$ cat src/design/rfalu_pkg.sv
// rfalu_pkg: shared types and constants for the register file alu
// holds the opcode enum, the decoded instruction struct and the result struct
// no dependencies
`timescale 1ns / 1ps

package rfalu_pkg;

   localparam int NUM_REGS      = 8;
   localparam int DATA_WIDTH    = 32;
   localparam int REG_IDX_WIDTH = (NUM_REGS > 1) ? $clog2(NUM_REGS) : 1;

   localparam int IDX_WIDTH   = 3;
   localparam int IMM_WIDTH   = 32;
   localparam int SHIFT_WIDTH = 5;
   localparam int KIND_WIDTH  = 4;
   localparam int FLAG_WIDTH  = 4;
   localparam int OUT_REGS    = 8;
   localparam int OUT_WIDTH   = 32;

   localparam int REQ_FIELDS_WIDTH = 1 + 3 * IDX_WIDTH + IMM_WIDTH + SHIFT_WIDTH;
   localparam int REQ_DATA_WIDTH   = ((REQ_FIELDS_WIDTH + 7) / 8) * 8;
   localparam int RSP_FIELDS_WIDTH = OUT_REGS * OUT_WIDTH + FLAG_WIDTH;
   localparam int RSP_DATA_WIDTH   = ((RSP_FIELDS_WIDTH + 7) / 8) * 8;

   // flag bit positions in nzcv
   localparam int FLAG_N = 3;
   localparam int FLAG_Z = 2;
   localparam int FLAG_C = 1;
   localparam int FLAG_V = 0;

   typedef enum logic [KIND_WIDTH-1:0] {
      OP_MOV = 4'd0,
      OP_ADD = 4'd1,
      OP_AND = 4'd2,
      OP_ORR = 4'd3,
      OP_SUB = 4'd4,
      OP_XOR = 4'd5,
      OP_LSR = 4'd6,
      OP_LSL = 4'd7,
      OP_CMP = 4'd8,
      OP_TST = 4'd9
   } op_type;

   typedef logic [NUM_REGS-1:0][DATA_WIDTH-1:0] reg_array_type;

   typedef struct packed {
      logic [KIND_WIDTH-1:0]  kind;
      logic                   set_flags;
      logic [IDX_WIDTH-1:0]   dest;
      logic [IDX_WIDTH-1:0]   src_a;
      logic [IDX_WIDTH-1:0]   src_b;
      logic [IMM_WIDTH-1:0]   immediate;
      logic [SHIFT_WIDTH-1:0] shift_amount;
   } inst_type;

   typedef struct packed {
      logic                  reg_wr;
      logic [REG_IDX_WIDTH-1:0] reg_idx;
      logic [DATA_WIDTH-1:0] reg_data;
      logic                  flag_wr;
      logic [FLAG_WIDTH-1:0] flags;
   } exec_type;

endpackage

$ cat src/design/register_file_alu_with_flags.sv
// register_file_alu_with_flags: top level of the register file alu
// holds the input stage, register file, flags and result register
// depends on rfalu_pkg and rfalu_exec
`timescale 1ns / 1ps

// Usage
// The req channel carries one decoded instruction per item: the opcode in
// req_tuser, the operand fields in req_tdata. The instruction runs on eight
// 32-bit registers and the nzcv flags; the rsp channel returns one item per
// instruction with all registers and the flags as they stand afterwards.
// Flow: an accepted item waits in the input register; when it executes, the
// register file and flags update and its result is loaded into the result
// register, valid on rsp from then on.
// Throughput: one item per cycle while no rsp stall holds. The register file
// and flags write in the same edge that loads the result register, so the next
// instruction in the input register always sees the previous one's writes.
// Reset: synchronous and active high; clears the registers, the flags and
// both stage valids. No result is pending after reset.
// Stall: when rsp_tready is low and a result waits, the instruction in the
// input register holds and req_tready drops; nothing is lost or repeated.
module register_file_alu_with_flags (
   input  logic                                  clock,
   input  logic                                  reset,
   input  logic                                  req_tvalid,
   output logic                                  req_tready,
   // set_flags, dest, src_a, src_b, immediate, shift_amount, zero fill
   input  logic [rfalu_pkg::REQ_DATA_WIDTH-1:0]  req_tdata,
   // kind
   input  logic [rfalu_pkg::KIND_WIDTH-1:0]      req_tuser,
   output logic                                  rsp_tvalid,
   input  logic                                  rsp_tready,
   // reg0 .. reg7, nzcv, zero fill
   output logic [rfalu_pkg::RSP_DATA_WIDTH-1:0]  rsp_tdata
);

   localparam int IW = rfalu_pkg::IDX_WIDTH;

   rfalu_pkg::inst_type      inst_ff;
   logic                     inst_valid_ff;
   logic                     inst_valid_in;
   rfalu_pkg::reg_array_type regs_ff;
   rfalu_pkg::reg_array_type regs_in;
   logic [rfalu_pkg::FLAG_WIDTH-1:0] flags_ff;
   logic [rfalu_pkg::FLAG_WIDTH-1:0] flags_in;
   logic                     rsp_valid_ff;
   logic                     rsp_valid_in;
   logic [rfalu_pkg::RSP_DATA_WIDTH-1:0] rsp_data_ff;
   logic [rfalu_pkg::RSP_DATA_WIDTH-1:0] rsp_data_in;
   rfalu_pkg::exec_type      exec_res;
   logic                     advance;
   logic                     req_fire;

   rfalu_exec u_exec (
      .inst   (inst_ff),
      .regs   (regs_ff),
      .flags  (flags_ff),
      .result (exec_res)
   );

   assign advance    = inst_valid_ff && (!rsp_valid_ff || rsp_tready);
   assign req_tready = !inst_valid_ff || advance;
   assign req_fire   = req_tvalid && req_tready;

   assign inst_valid_in = req_fire || (inst_valid_ff && !advance);
   assign rsp_valid_in  = advance || (rsp_valid_ff && !rsp_tready);

   always_comb begin
      regs_in  = regs_ff;
      flags_in = flags_ff;
      if (advance) begin
         if (exec_res.reg_wr) begin
            regs_in[exec_res.reg_idx] = exec_res.reg_data;
         end
         if (exec_res.flag_wr) begin
            flags_in = exec_res.flags;
         end
      end
   end

   always_comb begin
      rsp_data_in = rsp_data_ff;
      if (advance) begin
         rsp_data_in = '0;
         for (int k = 0; k < rfalu_pkg::NUM_REGS && k < rfalu_pkg::OUT_REGS; k++) begin
            rsp_data_in[k*rfalu_pkg::OUT_WIDTH +: rfalu_pkg::OUT_WIDTH] =
               rfalu_pkg::OUT_WIDTH'(regs_in[k]);
         end
         rsp_data_in[rfalu_pkg::OUT_REGS*rfalu_pkg::OUT_WIDTH +: rfalu_pkg::FLAG_WIDTH] =
            flags_in;
      end
   end

   always_ff @(posedge clock) begin
      if (reset) begin
         inst_valid_ff <= 1'b0;
         rsp_valid_ff  <= 1'b0;
         regs_ff       <= '0;
         flags_ff      <= '0;
      end else begin
         inst_valid_ff <= inst_valid_in;
         rsp_valid_ff  <= rsp_valid_in;
         regs_ff       <= regs_in;
         flags_ff      <= flags_in;
      end
   end

   always_ff @(posedge clock) begin
      rsp_data_ff <= rsp_data_in;
      if (req_fire) begin
         inst_ff.kind         <= req_tuser;
         inst_ff.set_flags    <= req_tdata[0];
         inst_ff.dest         <= req_tdata[1 +: IW];
         inst_ff.src_a        <= req_tdata[1 + IW +: IW];
         inst_ff.src_b        <= req_tdata[1 + 2*IW +: IW];
         inst_ff.immediate    <= req_tdata[1 + 3*IW +: rfalu_pkg::IMM_WIDTH];
         inst_ff.shift_amount <= req_tdata[1 + 3*IW + rfalu_pkg::IMM_WIDTH +:
                                           rfalu_pkg::SHIFT_WIDTH];
      end
   end

   assign rsp_tvalid = rsp_valid_ff;
   assign rsp_tdata  = rsp_data_ff;

   a_exec_gives_rsp: assert property (@(posedge clock) disable iff (reset)
      advance |=> rsp_valid_ff)
      else $error("executed item produced no result");

   a_stall_holds_flags: assert property (@(posedge clock) disable iff (reset)
      (inst_valid_ff && !advance) |=> $stable(flags_ff))
      else $error("flags changed while execute stage stalled");

   a_v_only_on_add: assert property (@(posedge clock) disable iff (reset)
      (advance && inst_ff.kind != rfalu_pkg::OP_ADD)
      |=> flags_ff[rfalu_pkg::FLAG_V] == $past(flags_ff[rfalu_pkg::FLAG_V]))
      else $error("overflow flag changed outside add");

   a_stall_holds_regs: assert property (@(posedge clock) disable iff (reset)
      !advance |=> $stable(regs_ff))
      else $error("register file changed without an executed item");

   a_reset_clears: assert property (@(posedge clock)
      reset |=> (!rsp_valid_ff && !inst_valid_ff && flags_ff == '0))
      else $error("reset left state behind");

endmodule

$ cat src/design/rfalu_exec.sv
// rfalu_exec: combinational execute logic for one instruction
// reads the register file and flags, returns the register write and new flags
// depends on rfalu_pkg
`timescale 1ns / 1ps

module rfalu_exec (
   input  rfalu_pkg::inst_type      inst,
   input  rfalu_pkg::reg_array_type regs,
   input  logic [rfalu_pkg::FLAG_WIDTH-1:0] flags,
   output rfalu_pkg::exec_type      result
);

   localparam int DW = rfalu_pkg::DATA_WIDTH;

   function automatic logic [DW-1:0] read_reg(input rfalu_pkg::reg_array_type r,
                                              input logic [rfalu_pkg::IDX_WIDTH-1:0] idx);
      logic [DW-1:0] v;
      v = '0;
      if (int'(idx) < rfalu_pkg::NUM_REGS) begin
         v = r[idx[rfalu_pkg::REG_IDX_WIDTH-1:0]];
      end
      return v;
   endfunction

   logic [DW-1:0] op_a;
   logic [DW-1:0] op_b;
   logic [DW:0]   sum;
   logic [DW-1:0] diff;
   logic [DW-1:0] imm;
   logic [DW-1:0] res;
   logic [rfalu_pkg::FLAG_WIDTH-1:0] logic_nzcv;
   logic [rfalu_pkg::FLAG_WIDTH-1:0] sub_nzcv;
   rfalu_pkg::op_type kind;

   assign kind  = rfalu_pkg::op_type'(inst.kind);
   assign op_a  = read_reg(regs, inst.src_a);
   assign op_b  = read_reg(regs, inst.src_b);
   assign sum   = {1'b0, op_a} + {1'b0, op_b};
   assign diff  = op_a - op_b;
   assign imm   = DW'(inst.immediate);

   always_comb begin
      logic_nzcv = flags;
      logic_nzcv[rfalu_pkg::FLAG_N] = 1'b0;
      logic_nzcv[rfalu_pkg::FLAG_Z] = (res == '0);

      sub_nzcv = flags;
      sub_nzcv[rfalu_pkg::FLAG_N] = diff[DW-1];
      sub_nzcv[rfalu_pkg::FLAG_Z] = (diff == '0);
      sub_nzcv[rfalu_pkg::FLAG_C] = (op_a < op_b);
   end

   always_comb begin
      res            = '0;
      result.reg_wr  = 1'b0;
      result.reg_idx = inst.dest[rfalu_pkg::REG_IDX_WIDTH-1:0];
      result.flag_wr = 1'b0;
      result.flags   = flags;
      case (kind)
         rfalu_pkg::OP_MOV: begin
            res = imm;
            result.reg_wr = 1'b1;
         end
         rfalu_pkg::OP_ADD: begin
            res = sum[DW-1:0];
            result.reg_wr = 1'b1;
         end
         rfalu_pkg::OP_AND: begin
            res = op_a & op_b;
            result.reg_wr = 1'b1;
         end
         rfalu_pkg::OP_ORR: begin
            res = op_a | op_b;
            result.reg_wr = 1'b1;
         end
         rfalu_pkg::OP_XOR: begin
            res = op_a ^ op_b;
            result.reg_wr = 1'b1;
         end
         rfalu_pkg::OP_SUB: begin
            res = diff;
            result.reg_wr = 1'b1;
         end
         rfalu_pkg::OP_LSR: begin
            res = op_a >> inst.shift_amount;
            result.reg_wr = 1'b1;
         end
         rfalu_pkg::OP_LSL: begin
            res = op_a << inst.shift_amount;
            result.reg_wr = 1'b1;
         end
         rfalu_pkg::OP_CMP: begin
            res = diff;
         end
         rfalu_pkg::OP_TST: begin
            res = op_a & op_b;
         end
         default: begin
            res = '0;
         end
      endcase

      case (kind)
         rfalu_pkg::OP_ADD: begin
            result.flag_wr = inst.set_flags;
            result.flags[rfalu_pkg::FLAG_N] = res[DW-1];
            result.flags[rfalu_pkg::FLAG_Z] = (res == '0);
            result.flags[rfalu_pkg::FLAG_C] = sum[DW];
            result.flags[rfalu_pkg::FLAG_V] = (op_a[DW-1] ^ res[DW-1])
                                            & (op_b[DW-1] ^ res[DW-1]);
         end
         rfalu_pkg::OP_SUB: begin
            result.flag_wr = inst.set_flags;
            result.flags   = sub_nzcv;
         end
         rfalu_pkg::OP_CMP: begin
            result.flag_wr = 1'b1;
            result.flags   = sub_nzcv;
         end
         rfalu_pkg::OP_TST: begin
            result.flag_wr = 1'b1;
            result.flags   = logic_nzcv;
         end
         rfalu_pkg::OP_MOV, rfalu_pkg::OP_AND, rfalu_pkg::OP_ORR, rfalu_pkg::OP_XOR,
         rfalu_pkg::OP_LSR, rfalu_pkg::OP_LSL: begin
            result.flag_wr = inst.set_flags;
            result.flags   = logic_nzcv;
         end
         default: begin
            result.flag_wr = 1'b0;
         end
      endcase

      // writes to an index past the register file are dropped
      if (int'(inst.dest) >= rfalu_pkg::NUM_REGS) begin
         result.reg_wr = 1'b0;
      end

      result.reg_data = res;
   end

endmodule

$ cat config.mk
export PLATFORM = sky130hd
export DESIGN_NAME = register_file_alu_with_flags
export DESIGN_NICKNAME = d
export VERILOG_FILES = /design/src/design/rfalu_pkg.sv /design/src/design/register_file_alu_with_flags.sv /design/src/design/rfalu_exec.sv
export SDC_FILE = /design/constraint.sdc
export NUM_CORES = 1
export LEC_CHECK = 0
export ABC_CLOCK_PERIOD_IN_PS = 22400
export BUFFER_PORTS_ARGS = -buffer_cell sky130_fd_sc_hd__buf_2
export CORE_MARGIN = 4
export CORE_UTILIZATION = 33
export DETAILED_ROUTE_END_ITERATION = 16
export PLACE_DENSITY_LB_ADDON = 0.25
export RECOVER_POWER = 100
export SYNTH_ARGS = -nofsm -noshare
export SYNTH_HDL_FRONTEND = slang
export SYNTH_SLANG_ARGS = --single-unit
$ cat constraint.sdc
create_clock -name clock -period 22.4 [get_ports clock]
set_input_delay 1.12 -clock clock [delete_from_list [all_inputs] [get_ports clock]]
set_output_delay 1.12 -clock clock [all_outputs]
set_load 0.02 [all_outputs]
==> flow_metrics.env, run 1 <==
export IMPL_ys_seq_area_share_pct=43.96
export IMPL_syn_area_um2=33180
export IMPL_ff2ff_setup_slack_ps=8970
export IMPL_cts_root_buf="clkbuf_16"
export IMPL_drtAntennaViolNets=0
export IMPL_start_util_pct=33.22
export IMPL_final_setup_skew_ps=58.94
export IMPL_via_per_inst=5.911
export IMPL_clock_sinks=573
export IMPL_grt_max_degree=125
export IMPL_endpoint_kind="flip-flop"
export IMPL_yosys_warnings=0
export IMPL_final_nets=3743
export IMPL_min_to="rsp_tvalid"
export IMPL_period_share_pct=59.94
export IMPL_rr_worst_depth=13
export IMPL_yosys_cell_types_count=99
export IMPL_startpoint="inst_ff[37]"
export IMPL_clk_path_buf_depth=3
export IMPL_worst_endpoint_required_ps=22580
export IMPL_synth_seq_cells=573
export IMPL_die_x_um=325.1
export IMPL_p_sw_share_pct=30.37
export IMPL_grt_pass1_vias=27960
export IMPL_hp_class="reg2reg"
export IMPL_min_path_cells=2
export IMPL_clk_latency_ps=670
export IMPL_vias=29200
export IMPL_cts_hold_buffers=0
export IMPL_startpoint_type="flip-flop"
export IMPL_combPwrFrac_pct=17.9
export IMPL_cp_arrival_ps=13600
export IMPL_port_buffers=316
export IMPL_grt_pass1_wl_um=201400
export IMPL_r2r_end="rsp_tdata[53]"
export IMPL_gr_total_overflow=0
export IMPL_met3_length_um=12870
export IMPL_cp_max_fo=35
export IMPL_rsz0062_at_grt="false"
export IMPL_fp_row_count=116
export IMPL_yosys_most_used_dff="edfxtp_1"
export IMPL_grt_use_total_pct=25.78
export IMPL_detail_route_wl_per_cell_um=28.75
export IMPL_p_int_mw=1.942
export IMPL_finalSetupViolCount=0
export IMPL_routed_wl_met2_um=62540
export IMPL_wl_met1_um=61740
export IMPL_pwr_density_cell_nw_per_um2=73.98
export IMPL_slew_viol_final=1055
export IMPL_multi_input_area_um2=17170
export IMPL_die_area_um2=105700
export IMPL_cts_tree="done"
export IMPL_seq_power_share_pct=41.6
export IMPL_vdd_drop_max_mv=0.04924
export IMPL_final_common_cell="edfxtp_1"
export IMPL_status="finished with violations"
export IMPL_tightest_slew_ps=4792
export IMPL_fp_dieH_um=325.1
export IMPL_timing_slew_headroom_pct=-219.5
export IMPL_core_area_um2=99860
export IMPL_syn_to_final_growth_pct=13.63
export IMPL_antenna_found_initial=5
export IMPL_power_frac_clock_pct=40.5
export IMPL_fmax_mhz=74.48
export IMPL_leakagePower_nw=13.77
export IMPL_setup_tns_ps=0
export IMPL_min_from="inst_valid_ff"
export IMPL_numCtsBuffers=67
export IMPL_io_pins=322
export IMPL_synth_edf_count=311
export IMPL_hpwl_um=103300
export IMPL_first_pass_iters=6
export IMPL_final_hold_violation_count=0
export IMPL_regArea_um2=14580
export IMPL_violations="capacitance limit, slew limit"
export IMPL_p_sw_mw=0.8469
export IMPL_cts_resized_gates=0
export IMPL_drc=0
export IMPL_dr_first_iter_drc_count=3178
export IMPL_htreeDepth=3
export IMPL_path_class="reg2reg"
export IMPL_total_power_mw=2.789
export IMPL_fin_crit_ps=13430
export IMPL_avgSynthCellArea_um2=9.877
export IMPL_layout_common_cells="311 x edfxtp_1, 307 x clkbuf_1, 290 x nand2_1"
export IMPL_post_cts_buffers=0
export IMPL_wirelength_um=142000
export IMPL_r2r_start="inst_ff[37]"
export IMPL_drive_above_1_share_pct=9.530
export IMPL_maxCapViolations=27
export IMPL_postSynth_asyncResetShare_pct=0
export IMPL_path_clk_slew_ps=60
export IMPL_place_gp_congestion=1.024
export IMPL_top_layer_used="met4"
export IMPL_fillers=10190
export IMPL_synthCells=3359
-- power by group through the flow --
stage	sequential, mW	combinational, mW	clock (mW)
detailed placement	1.18	0.493	0
floorplan	1.21	0.277	0
CTS	1.16	0.495	1.16
finish	1.16	0.498	1.13
global placement	1.18	0.494	0
global route	1.16	0.518	1.20
-- critical path: stages (launching register included) --
cell	delay (ps)
edfxtp_1	330
clkbuf_1	2040
clkbuf_1	2470
mux4_2	730
mux2i_1	850
ha_1	520
nor2b_1	130
o21ai_0	250
nand3_1	210
a221oi_1	880
nand2_1	330
a221o_1	490
a2111oi_0	2850
o21ai_0	770
-- state kept, by name (all words and copies together), names as in the netlist --
name           flops
flags_ff           4
inst_ff           51
inst_valid_ff      1
regs_ff          256
rsp_tdata        260
rsp_tvalid         1
-- metrics by stage --
step | util [%] | hold slack [ps] | instances | instance area, um^2 | worst slack, ps
after floorplan | - | 477.8 | 3362 | 33190 | 6079
after global placement | 36.07 | 514.9 | 4818 | 36020 | 14350
after detailed placement | 36.07 | 515.3 | 4818 | 36020 | 14380
after CTS | 38.31 | 525.1 | 4939 | 38260 | 14320
after global routing | 37.75 | 545.1 | 4939 | 37690 | 8456
final | 37.75 | 524.0 | 4941 | 37700 | 8974
-- worst max path at each step --
stage / to / slack, ps / cells past startpoint
CTS: rsp_tdata[258] / 14320 / 15
finish: rsp_tdata[53] / 8970 / 13
floorplan: rsp_tdata[257] / 6080 / 5
global placement: flags_ff[2] / 14350 / 17
detailed placement: flags_ff[2] / 14380 / 16
global route: flags_ff[2] / 8460 / 17
-- cells in the mapped netlist, drive strengths merged, types with 12 or more instances --
cell     number  area, um^2
edfxtp      311        9339
nand2       293        1112
nor2        291        1092
nor2b       275        1728
dfxtp       262        5245
a21oi       195       983.4
o21ai       189       945.9
mux2i       187        1872
nand3       158       820.8
clkbuf      149       559.3
inv          99       371.6
a22oi        97       773.2
ha           96        1201
mux4         82        1847
buf          80       470.5
nor3         49       245.2
nand4        43       302.8
mux2         37       416.7
xnor2        35       306.5
a221oi       29       254.0
nand2b       25       156.4
o211ai       24       180.2
o22ai        24       150.1
a211oi       21       195.2
nor4         20       125.1
a221o        19       190.2
o2111ai      18       181.4
a31oi        17       106.4
a21o         16       120.1
or2          15       93.85
a2111oi      12       181.4
and2         12       75.07
o221ai       12       111.4
-- area by class of cell --
class	count	share of cell area [%]
Multi-Input combinational cell	2461	45.55
Timing Repair Buffer	387	4.527
Antenna cell	2	0.01328
Inverter	99	0.9858
Tap cell	1298	4.308
Clock buffer	88	4.793
Clock inverter	33	1.138
Sequential cell	573	38.69
-- layer usage --
layer | vias to the layer above | GRT usage [%]
li1 | 12870 | -
met1 | 14600 | 36.15
met2 | 1468 | 39.49
met3 | 269 | 5.856
met4 | 0 | 8.198
met5 | - | 0
-- kinds of logic after synthesis --
kind of cell,synth area share [%]
adder cells (fa/ha/maj),3.741
AND/OR/NAND/NOR,18.45
other,0.01130
AO/OA/AOI/OAI,16.12
flip-flops,43.96
multiplexers,12.46
buffers and inverters,4.224
XOR/XNOR,1.030
Note: power is estimated with default switching activity, not from simulation.
==> run 2, diff against run 1 <==
Settings changed: ABC_CLOCK_PERIOD_IN_PS 22400 to 11800.
Clock period 22.4 ns to 11.8 ns, I/O delays scaled along.
==> run 2 against run 1 <==
The run still ends with capacitance limit, slew limit left. Via count shrank 0.49%. Core utilization about the same. Sequential power grew 91%. Clock power increased by 81%. Critical path depth is 4 higher. Global-route usage is 0.12 points lower. Critical path type unchanged. Largest cell class unchanged.
==> flow_metrics.env, run 2 (synthesized netlist as in run 1, its figures left out) <==
export IMPL_syn_to_final_growth_pct=13.69
export IMPL_setup_tns_ps=0
export IMPL_ff2ff_setup_slack_ps=2270
export IMPL_maxCapViolations=19
export IMPL_cp_arrival_ps=10130
export IMPL_r2r_start="inst_ff[37]"
export IMPL_hpwl_um=104600
export IMPL_p_int_mw=3.608
export IMPL_clock_sinks=573
export IMPL_p_sw_share_pct=30.54
export IMPL_grt_pass1_wl_um=201400
export IMPL_clk_path_buf_depth=3
export IMPL_drive_above_1_share_pct=10.07
export IMPL_antenna_found_initial=4
export IMPL_dr_first_iter_drc_count=3345
export IMPL_start_util_pct=33.22
export IMPL_final_hold_violation_count=0
export IMPL_seq_power_share_pct=42.5
export IMPL_timing_slew_headroom_pct=-260.5
export IMPL_rr_worst_depth=17
export IMPL_r2r_end="flags_ff[2]"
export IMPL_first_pass_iters=6
export IMPL_htreeDepth=2
export IMPL_min_from="req_tdata[22]"
export IMPL_pwr_density_cell_nw_per_um2=137.7
export IMPL_io_pins=322
export IMPL_leakagePower_nw=13.78
export IMPL_rsz0062_at_grt="false"
export IMPL_crit_chain="buf_4 > clkbuf_1 > mux4_2 > mux2i_1 > ha_1 > o21bai_1 > nand3_1 > a21boi_0 > nor3_1 > o32ai_1 > nand4b_1 > or3_1 > nand4b_1 > nor4_1 > nor4b_2 > a31o_1 > and2b_1"
export IMPL_post_cts_buffers=0
export IMPL_grt_max_degree=125
export IMPL_die_area_um2=105700
export IMPL_place_inst=4817
export IMPL_fillers=10280
export IMPL_status="finished with violations"
export IMPL_via_per_inst=5.888
export IMPL_timing_final_ws_setup_ps=2275
export IMPL_critical_path_max_stage_delay_ps=2090
export IMPL_detail_route_wl_per_cell_um=28.68
export IMPL_largest_reg_flops=260
export IMPL_finalSetupViolCount=0
export IMPL_grt_pass1_vias=27700
export IMPL_vias=29060
export IMPL_cp_max_fo=35
export IMPL_final_common_cell="edfxtp_1"
export IMPL_grt_use_total_pct=25.67
export IMPL_cts_hold_buffers=0
export IMPL_p_sw_mw=1.586
export IMPL_layout_common_cells="311 x edfxtp_1, 295 x clkbuf_1, 290 x nand2_1"
export IMPL_pre_cts_slack_ps=3952
export IMPL_final_nets=3736
export IMPL_cts_tree="done"
export IMPL_total_power_mw=5.194
export IMPL_drtAntennaViolNets=0
export IMPL_holdWs_ps=84.23
export IMPL_core_area_um2=99860
export IMPL_critical_path_slowest_cell="clkbuf_1"
export IMPL_tightest_slew_ps=5408
export IMPL_utilization_pct=37.77
export IMPL_fmax_mhz=105.0
export IMPL_cts_root_buf="clkbuf_16"
export IMPL_path_class="reg2reg"
export IMPL_cts_resized_gates=0
export IMPL_clk_latency_ps=680
export IMPL_worst_endpoint_required_ps=12410
export IMPL_path_clk_slew_ps=60
export IMPL_die_x_um=325.1
export IMPL_slew_viol_final=868
export IMPL_fin_crit_ps=9525
export IMPL_place_gp_congestion=1.005
export IMPL_placed_area_um2=36020
export IMPL_startpoint_type="flip-flop"
export IMPL_min_to="inst_ff[17]"
export IMPL_final_cells=4936
export IMPL_min_path_cells=1
export IMPL_cpMostUsedCell="nand4b_1"
export IMPL_fp_dieH_um=325.1
export IMPL_final_setup_skew_ps=30.42
export IMPL_gr_total_overflow=0
export IMPL_power_frac_clock_pct=39.3
export IMPL_port_buffers=316
export IMPL_hp_class="in2reg"
export IMPL_combPwrFrac_pct=18.3
export IMPL_violations="capacitance limit, slew limit"
export IMPL_wirelength_um=141600
export IMPL_period_share_pct=80.72
export IMPL_fin_area_um2=37720
export IMPL_fp_row_count=116
export IMPL_numCtsBuffers=61
export IMPL_endpoint_kind="flip-flop"
export IMPL_vdd_drop_max_mv=0.1339
export IMPL_drc=0
## run 2: cell types whose count changed in the layout (fill, tap and decap cells not counted), sizes merged
cell      delta
buf          +4
inv          -1
clkbuf      -11
clkinvlp     +3
bufinv       -1
diode        +1
## run 2: worst max path at each step
stage | from | end | slack, ps | cells past startpoint
2_1_floorplan | rsp_tready | rsp_tdata[27] | 1940 | 8
3_3_place_gp | inst_ff[37] | flags_ff[2] | 3990 | 17
3_5_place_dp | inst_ff[37] | flags_ff[2] | 3950 | 17
4_1_cts | inst_ff[37] | flags_ff[2] | 3920 | 17
5_1_grt | inst_ff[37] | flags_ff[2] | 1840 | 18
6_report | inst_ff[37] | flags_ff[2] | 2270 | 17
## run 2: final cells by class
class | count | area, um^2 | share of cell area, %
multi-input cells | 2461 | 17260 | 45.75
flip-flops and latches | 573 | 14580 | 38.67
clock buffers | 82 | 1715 | 4.548
repair buffers | 386 | 1715 | 4.548
well taps | 1298 | 1624 | 4.306
clock inverters | 34 | 441.7 | 1.171
inverters | 99 | 371.6 | 0.9853
diodes | 3 | 7.507 | 0.01990
## run 2: critical path: cells and delay by family (launching register included)
| family | cells | cell delay [ps] |
|---|---|---|
| AOI/OAI and AO/OA | 4 | 1850 |
| muxes | 2 | 1620 |
| buffers and inverters | 2 | 2690 |
| and+or+nand+nor | 8 | 2480 |
| adders and majority gates | 1 | 420 |
| DFF | 1 | 330 |
## run 2: power groups by stage
stage | combinational [mW] | clock (mW) | sequential (mW)
after floorplan | 0.525 | 0 | 2.29
after global placement | 0.939 | 0 | 2.24
after detailed placement | 0.935 | 0 | 2.24
after CTS | 0.939 | 2.09 | 2.20
after global routing | 0.988 | 2.17 | 2.21
final | 0.948 | 2.04 | 2.21
## run 2: per-layer routing
metal	track usage, %	part of all wire, %	vias up
li1	-	-	12870
met2	39.64	45	1466
met1	36.64	44	14480
met5	0	0.0085	-
met3	4.711	8.3	244
met4	7.626	3.2	2
